`src/ir_tft_pkg.sv`:
```
`default_nettype none

package ir_tft_pkg;

  // Configuration register indexes.
  localparam int unsigned CfgIdxW = 2;
  typedef enum logic [CfgIdxW-1:0] {
    REG_CODE_WORD       = 2'd0,
    REG_COOLDOWN_TICKS  = 2'd1,
    REG_BIT_TICKS       = 2'd2,
    REG_CARRIER_COMPARE = 2'd3
  } cfg_reg_e;

  localparam int unsigned CfgDataW = 32;

  // Reset values of the configuration registers.
  localparam logic [15:0] BitTicksRst       = 16'd500;
  localparam logic [7:0]  CarrierCompareRst = 8'd210;

  // Status reported with every result word.
  typedef enum logic [1:0] {
    ST_IDLE    = 2'd0,
    ST_COOLING = 2'd1,
    ST_STARTED = 2'd2,
    ST_SENDING = 2'd3
  } shot_status_e;

  // Frame slots: start, eight code bits, parity, stop.
  localparam logic [3:0] SlotStart  = 4'd0;
  localparam logic [3:0] SlotFirst  = 4'd1;
  localparam logic [3:0] SlotLast   = 4'd8;
  localparam logic [3:0] SlotParity = 4'd9;
  localparam logic [3:0] SlotStop   = 4'd10;

endpackage

`default_nettype wire

```
`src/ir_trigger_frame_transmitter_core.sv`:
```
// Infrared trigger frame transmitter.
// One input word per tick of the timing base carries the trigger level on
// button_pressed_i; each accepted word yields exactly one result word with the
// frame envelope, the gated carrier level and a shot status.
// Input and output channels use valid/stall: a word moves on a rising edge with
// valid high and stall low. The result sits in an output register, so it appears
// in the cycle after its word is taken; the block takes one word per cycle while
// the output drains. When the receiver stalls with a result pending, in_stall_o
// rises in the same cycle and all frame state holds until the result is taken.
// Configuration writes use cfg_valid_i/cfg_ready_o with a register index and
// data; cfg_ready_o is always high. The user must make writes only while the block is
// idle, which the block does not enforce. Reset clears the cooldown counter, the frame
// state and the carrier, sets bit_ticks to 500 and carrier_compare to 210 and empties
// the output register. Per tick, the cooldown counter (one 32-bit compare) and the
// slot tick counter (one compare against the slot length) set the critical path.
`default_nettype none

module ir_trigger_frame_transmitter_core
  import ir_tft_pkg::*;
#(
  parameter int unsigned BIT_COUNTER_WIDTH = 16
) (
  input  wire logic                clk_i,
  input  wire logic                rst_ni,
  // Input channel
  input  wire logic                in_valid_i,
  output logic                     in_stall_o,
  input  wire logic                button_pressed_i,
  // Output channel
  output logic                     out_valid_o,
  input  wire logic                out_stall_i,
  output logic                     ir_envelope_o,
  output logic                     ir_carrier_o,
  output logic [1:0]               shot_status_o,
  // Configuration channel
  input  wire logic                cfg_valid_i,
  output logic                     cfg_ready_o,
  input  wire logic [CfgIdxW-1:0]  cfg_index_i,
  input  wire logic [CfgDataW-1:0] cfg_data_i
);

  localparam int unsigned CntW = BIT_COUNTER_WIDTH;
  localparam int unsigned CmpW = 33;
  localparam logic [CmpW-1:0] SlotCap = (CmpW'(1) << CntW) - CmpW'(1);

  // Configuration registers.
  logic [7:0]  code_word_q;
  logic [31:0] cooldown_ticks_q;
  logic [15:0] bit_ticks_q;
  logic [7:0]  carrier_compare_q;

  // Frame state.
  logic [31:0]     cooldown_count_q, cooldown_count_d;
  logic            frame_active_q, frame_active_d;
  logic [3:0]      frame_slot_q, frame_slot_d;
  logic [CntW-1:0] slot_tick_q, slot_tick_d;
  logic [7:0]      shift_bits_q, shift_bits_d;
  logic            parity_q, parity_d;
  logic [7:0]      carrier_div_q, carrier_div_d;
  logic            carrier_q, carrier_d;

  // Output register.
  logic         out_valid_q;
  logic         envelope_q;
  logic [1:0]   status_q;

  logic            in_accept;
  logic            envelope_d;
  shot_status_e    status_d;
  logic [CntW-1:0] slot_tick_inc;
  logic [15:0]     slot_len_raw;
  logic [CmpW-1:0] slot_len;

  assign cfg_ready_o = 1'b1;
  assign in_stall_o  = out_valid_q && out_stall_i;
  assign in_accept   = in_valid_i && !in_stall_o;

  // Configuration writes; unknown indexes fall through.
  always_ff @(posedge clk_i or negedge rst_ni) begin
    if (!rst_ni) begin
      code_word_q       <= '0;
      cooldown_ticks_q  <= '0;
      bit_ticks_q       <= BitTicksRst;
      carrier_compare_q <= CarrierCompareRst;
    end else if (cfg_valid_i && cfg_ready_o) begin
      case (cfg_reg_e'(cfg_index_i))
        REG_CODE_WORD:       code_word_q       <= cfg_data_i[7:0];
        REG_COOLDOWN_TICKS:  cooldown_ticks_q  <= cfg_data_i[31:0];
        REG_BIT_TICKS:       bit_ticks_q       <= cfg_data_i[15:0];
        REG_CARRIER_COMPARE: carrier_compare_q <= cfg_data_i[7:0];
        default: ;
      endcase
    end
  end

  // Length of the current slot: half a bit for the start slot, at least one
  // tick, and no more than the slot tick counter can hold.
  always_comb begin
    slot_len_raw = (frame_slot_q == SlotStart) ? {1'b0, bit_ticks_q[15:1]} : bit_ticks_q;
    slot_len     = CmpW'(slot_len_raw);
    if (slot_len_raw == 16'd0) begin
      slot_len = CmpW'(1);
    end
    if (slot_len > SlotCap) begin
      slot_len = SlotCap;
    end
  end

  assign slot_tick_inc = slot_tick_q + CntW'(1);

  // Next frame state, envelope, carrier and status for one tick.
  always_comb begin
    cooldown_count_d = cooldown_count_q;
    frame_active_d   = frame_active_q;
    frame_slot_d     = frame_slot_q;
    slot_tick_d      = slot_tick_q;
    shift_bits_d     = shift_bits_q;
    parity_d         = parity_q;
    carrier_div_d    = carrier_div_q;
    carrier_d        = carrier_q;
    status_d         = ST_IDLE;

    if (!frame_active_q) begin
      if (cooldown_count_q > cooldown_ticks_q) begin
        // Cooldown over: restart the counter and sample the button.
        cooldown_count_d = '0;
        if (button_pressed_i) begin
          frame_active_d = 1'b1;
          frame_slot_d   = SlotStart;
          slot_tick_d    = '0;
          shift_bits_d   = code_word_q;
          parity_d       = 1'b0;
          status_d       = ST_STARTED;
        end
      end else begin
        if (cooldown_count_q != '1) begin
          cooldown_count_d = cooldown_count_q + 32'd1;
        end
        status_d = button_pressed_i ? ST_COOLING : ST_IDLE;
      end
    end else begin
      status_d    = ST_SENDING;
      slot_tick_d = slot_tick_inc;
      if (CmpW'(slot_tick_inc) >= slot_len) begin
        // Slot finished: shift out a code bit if this was a code bit slot, and move on.
        slot_tick_d = '0;
        if (frame_slot_q >= SlotFirst && frame_slot_q <= SlotLast) begin
          parity_d     = parity_q ^ shift_bits_q[7];
          shift_bits_d = {shift_bits_q[6:0], 1'b0};
        end
        if (frame_slot_q >= SlotStop) begin
          frame_active_d = 1'b0;
          frame_slot_d   = SlotStart;
        end else begin
          frame_slot_d = frame_slot_q + 4'd1;
        end
      end
    end

    // Envelope level of the slot the frame is now in.
    if (!frame_active_d) begin
      envelope_d = 1'b0;
    end else if (frame_slot_d == SlotStart || frame_slot_d == SlotStop) begin
      envelope_d = 1'b1;
    end else if (frame_slot_d == SlotParity) begin
      envelope_d = parity_d;
    end else begin
      envelope_d = shift_bits_d[7];
    end

    // Carrier divider runs only while the envelope is high.
    if (envelope_d) begin
      if (carrier_div_q >= carrier_compare_q) begin
        carrier_div_d = '0;
        carrier_d     = !carrier_q;
      end else begin
        carrier_div_d = carrier_div_q + 8'd1;
      end
    end
  end

  // Frame state advances once per accepted word.
  always_ff @(posedge clk_i or negedge rst_ni) begin
    if (!rst_ni) begin
      cooldown_count_q <= '0;
      frame_active_q   <= 1'b0;
      frame_slot_q     <= SlotStart;
      slot_tick_q      <= '0;
      shift_bits_q     <= '0;
      parity_q         <= 1'b0;
      carrier_div_q    <= '0;
      carrier_q        <= 1'b0;
    end else if (in_accept) begin
      cooldown_count_q <= cooldown_count_d;
      frame_active_q   <= frame_active_d;
      frame_slot_q     <= frame_slot_d;
      slot_tick_q      <= slot_tick_d;
      shift_bits_q     <= shift_bits_d;
      parity_q         <= parity_d;
      carrier_div_q    <= carrier_div_d;
      carrier_q        <= carrier_d;
    end
  end

  // Output register valid flag.
  always_ff @(posedge clk_i or negedge rst_ni) begin
    if (!rst_ni) begin
      out_valid_q <= 1'b0;
    end else if (in_accept) begin
      out_valid_q <= 1'b1;
    end else if (!out_stall_i) begin
      out_valid_q <= 1'b0;
    end
  end

  // Output register payload; the carrier level is read from the state register.
  always_ff @(posedge clk_i) begin
    if (in_accept) begin
      envelope_q <= envelope_d;
      status_q   <= status_d;
    end
  end

  assign out_valid_o   = out_valid_q;
  assign ir_envelope_o = envelope_q;
  assign ir_carrier_o  = carrier_q;
  assign shot_status_o = status_q;

endmodule

`default_nettype wire

```
`config.mk`:
```
export PLATFORM = sky130hd
export DESIGN_NAME = ir_trigger_frame_transmitter_core
export DESIGN_NICKNAME = d
export VERILOG_FILES = /design/src/ir_tft_pkg.sv /design/src/ir_trigger_frame_transmitter_core.sv
export SDC_FILE = /design/constraint.sdc
export NUM_CORES = 1
export LEC_CHECK = 0
export BUFFER_PORTS_ARGS = -buffer_cell sky130_fd_sc_hd__buf_2
export CORE_MARGIN = 3
export CORE_UTILIZATION = 30
export CTS_BUF_LIST = sky130_fd_sc_hd__clkbuf_16
export CTS_CLUSTER_SIZE = 24
export DETAILED_ROUTE_END_ITERATION = 12
export PLACE_DENSITY = 0.56
export SKIP_CTS_REPAIR_TIMING = 1
export SLEW_MARGIN = 20
export SYNTH_ARGS = -nofsm -noshare
export SYNTH_HDL_FRONTEND = slang
export SYNTH_SLANG_ARGS = --single-unit
export TNS_END_PERCENT = 30
```
`constraint.sdc`:
```
create_clock -name clk_i -period 6.1 [get_ports clk_i]
set_clock_uncertainty 0.1 [all_clocks]
set_input_delay 0.915 -clock clk_i [delete_from_list [all_inputs] [get_ports clk_i]]
set_output_delay 0.915 -clock clk_i [all_outputs]
set_load 0.1 [all_outputs]
```
==> impl_results.md <==
- Yosys warning count: 0
- Rel. slew slack: 39.5%
- IO Port Bufs: 45
- Worst slew pin tran: 908 ps
- Initial antenna violation count: 0
- Num rows: 59
- Grt ovf: 0
- Clk_lat worst skew: 420 ps
- Post-synthesis mux area share: 11.1%
- Gr usage total: 12.7%
- Asr flop ratio synth: 97.8%
- Post-Synthesis Cells: 776
- Top FF cell, synth: dfrtp_1
- Remaining routing DRC violations: 0
- Die H: 170 um
- Hold path depth: 2
- Gpl congestion: 0.797
- Fin. max-slew vios: 0
- Hold Path End: shift_bits_q[1]$_DFFE_PN0P_
- 1st-iter DRT viols: 268
- Worst hold start: shift_bits_q[1]$_DFFE_PN0P_
- Die area: 28,900 sq um
- Pwr dens: 355 nW/um^2
- Xor and xnor area share after synthesis: 4.78%
- WL final: 17.6 mm
- Minimum clock period: 5560 ps
- Post-route insts no fill: 1,171
- Setup_tns: 0 ps
- Simple-gate share of the synthesized area: 13.6%
- Met2 Use GR: 19.7%
- Worst EP required: 6310 ps
- Leakage: 4.37 nW
- Worst Path Arrival: 5770 ps
- Crit-path slowest cell: or4_1
- Fmax achieved: 180 MHz
- Pin count of the biggest net entering global routing: 84
- First-pass GRT wire length: 29.6 mm
- Syn-to-layout area delta: 15.4%
- Seq pwr share: 37.8%
- VDD IR-drop max: 0.305 mV
- Netlist cell types: 65
- RSZ-0062 raised after global routing: no
- Vias: 5,869
- Comb pwr share: 28.2%
- Synth Area in Adders: 9.78%
- CP max FO: 15
- Io pins: 47
- Syn_nets: 879
- Met3 GRT Util: 2.46%
- GR peak layer: met2
- Synth Area per Inst: 10.4 sq um
- Pint: 2.21 mW
- Final core occ: 35.5%
- Compound-Gate Fraction of Synth Area: 13.0%
- Clock sinks: 139
- CTS tree: yes
- DIE WIDTH: 170 um
- Starting Density: 30.8%
- Vias/cell: 5.01
- Largest family of logic cells by synthesized area: simple AND/OR/NAND/NOR gates
- Sw Ratio: 33.2%
- Post-Syn Area: 8060 sq um
- CTS Buffer Depth: 2
- Critical Path Sink Type: flop
- Nets: 926
- Layout cells sized above 1: 20.7%
- Sequential share of the synthesized area: 43.5%
- EDFF count, synth: 3
- Max incr delay on CP: 530 ps
- Hold_ws: 384 ps
- Status: finished clean
- Clock transition at path regs: 60 ps
- Final worst-path cycle share: 91.2%
- CTS root buffer: clkbuf_16
- Final antenna-violating net count: 0
- Post-DP HPWL: 12.7 mm
- RR Startpoint: frame_slot_q[1]$_DFFE_PN0P_
- Core region area: 26,200 sq um
- Placed insts: 1,139
- Final Setup Violations: 0
- Critical path class: flop to flop
- Cts bufs inserted: 17
- Vias in the first global route: 5,852
- Router iterations before antenna repair: 4
- Clock Power Share: 33.9%
- Switching pwr: 1.09 mW
- Drt wl/cell: 15.0 um
- Worst-case reg-to-reg path depth: 20
- H-tree Lvls: 4
- Hold crit path type: flop to flop
- Startpoint types: flop
- Critical-path cell list: inv_1, ha_1, nand2b_1, nor2_1, buf_4, mux2i_1, nand4_1, or4_1, nand2_1, ha_1, nand2b_1, a2111oi_0, o2111a_1, o211a_4, o21a_1, o21ai_0, a211oi_1, a32oi_2, a21oi_4, mux2_4
- Max Cap Viol: 0
- Number of diodes: 0
- Fin. Hold Viols: 0
- GR Layer Usage met1: 17.8%
- R2R setup slack: 540 ps
- Fill count: 2,583
- Seq cells post-synth: 139
- RR Endpoint: carrier_div_q[0]$_DFFE_PN0P_
[registers in the layout (all words and copies together), names as in the netlist, 2 cells and up]
register           flops
bit_ticks_q           16
carrier_compare_q      8
carrier_div_q          8
code_word_q            8
cooldown_count_q      32
cooldown_ticks_q      32
frame_slot_q           4
shift_bits_q           8
shot_status_o          2
slot_tick_q           16
[critical path: cells and delay by family, from the launching register on]
kind | cells | cell delay (ps)
AOI/OAI and AO/OA | 8 | 2380
and+or+nand+nor | 6 | 1070
muxes | 2 | 630
DFF | 1 | 470
buffers and inverters | 2 | 430
adders and majority gates | 2 | 370
[routing by layer]
metal  routed length (um)  part of all wire, %  vias to the layer above
met2                 7890                   45                       91
met5                    0                    0                        -
met4                  306                  1.7                        0
met3                  464                  2.6                       24
met1                 8940                   51                     2895
li1                     -                    -                     2859
[cell usage after synthesis (all sizes together), types with 2 or more instances]
| master | instances | area [sq um] |
|---|---|---|
| a2111oi | 3 | 51.3 |
| a211o | 2 | 17.5 |
| a211oi | 17 | 138 |
| a21o | 17 | 128 |
| a21oi | 17 | 96.4 |
| a221o | 3 | 30.0 |
| a22o | 9 | 78.8 |
| a22oi | 7 | 52.6 |
| a31oi | 3 | 18.8 |
| a32o | 2 | 20.0 |
| and2 | 5 | 31.3 |
| and3 | 19 | 119 |
| buf | 6 | 41.3 |
| clkbuf | 19 | 71.3 |
| dfrtp | 126 | 3150 |
| dfstp | 10 | 263 |
| edfxtp | 3 | 90.1 |
| ha | 63 | 788 |
| inv | 61 | 229 |
| mux2 | 64 | 724 |
| mux2i | 17 | 170 |
| nand2 | 59 | 221 |
| nand2b | 5 | 31.3 |
| nand3 | 27 | 135 |
| nand3b | 3 | 22.5 |
| nand4 | 18 | 131 |
| nor2 | 54 | 203 |
| nor2b | 5 | 31.3 |
| nor3 | 7 | 35.0 |
| nor4 | 5 | 46.3 |
| o2111ai | 3 | 26.3 |
| o211ai | 2 | 15.0 |
| o21a | 3 | 22.5 |
| o21ai | 42 | 210 |
| o2bb2ai | 5 | 43.8 |
| or3 | 4 | 25.0 |
| or4 | 2 | 15.0 |
| xnor2 | 16 | 140 |
| xor2 | 28 | 245 |
[layout by cell type, fill, tap and decap left out, drive strengths merged, types with 6 or more instances in the layout]
cell | netlist | layout
mux2i | 17 | 17
nand4 | 18 | 18
dfrtp | 126 | 126
ha | 63 | 63
mux2 | 64 | 64
and3 | 19 | 19
nor2 | 54 | 54
nand2 | 59 | 59
a22oi | 7 | 7
xnor2 | 16 | 16
buf | 6 | 53
a211oi | 17 | 17
a22o | 9 | 9
inv | 61 | 64
nor3 | 7 | 7
nand3 | 27 | 27
clkinv | 0 | 6
clkbuf | 19 | 17
a21o | 17 | 17
xor2 | 28 | 28
a21oi | 17 | 17
dfstp | 10 | 10
o21ai | 42 | 42
[metrics by stage]
stage	total power, mW	setup WS (ps)	cell area, sq um
floorplan	1.96	478	8060
global placement	2.19	686	8670
detailed placement	2.20	607	8670
CTS	3.34	599	9310
global route	3.52	70.2	9310
finish	3.30	539	9310
[cell families (layout without fill, tap and decap cells)]
logic type,after synthesis,count (layout)
XOR/XNOR,44,44
AND/OR/NAND/NOR,219,219
multiplexers,81,81
other,1,1
adder cells (fa/ha/maj),63,63
AO/OA/AOI/OAI,143,143
flip-flops,139,139
buffers and inverters,86,146
[how the worst max path moves through the flow]
| stage | start | endpoint | slack [ps] |
|---|---|---|---|
| after global placement | frame_slot_q[1]$_DFFE_PN0P_ | carrier_div_q[0]$_DFFE_PN0P_ | 690 |
| after CTS | frame_slot_q[1]$_DFFE_PN0P_ | carrier_div_q[0]$_DFFE_PN0P_ | 600 |
| after global routing | frame_slot_q[1]$_DFFE_PN0P_ | carrier_div_q[0]$_DFFE_PN0P_ | 70 |
| after detailed placement | frame_slot_q[1]$_DFFE_PN0P_ | carrier_div_q[0]$_DFFE_PN0P_ | 610 |
| after floorplan | frame_slot_q[1]$_DFFE_PN0P_ | carrier_div_q[0]$_DFFE_PN0P_ | 480 |
| final | frame_slot_q[1]$_DFFE_PN0P_ | carrier_div_q[0]$_DFFE_PN0P_ | 540 |
[power groups by stage]
stage | combinational (mW) | clock, mW | sequential, mW
3_3_place_gp | 0.921 | 0 | 1.26
5_1_grt | 1.05 | 1.19 | 1.27
3_5_place_dp | 0.932 | 0 | 1.27
2_1_floorplan | 0.705 | 0 | 1.26
4_1_cts | 0.940 | 1.15 | 1.25
6_report | 0.931 | 1.12 | 1.25
[cell type report]
| class | count | area [sq um] | area share, % |
|---|---|---|---|
| multi-input cells | 551 | 4230 | 45.4 |
| repair buffers | 53 | 292 | 3.13 |
| inverters | 61 | 229 | 2.46 |
| well taps | 335 | 419 | 4.50 |
| flip-flops and latches | 139 | 3510 | 37.7 |
| clock buffers | 17 | 425 | 4.57 |
| clock inverters | 15 | 205 | 2.21 |
No activity file was read; power rests on OpenSTA's default activity.
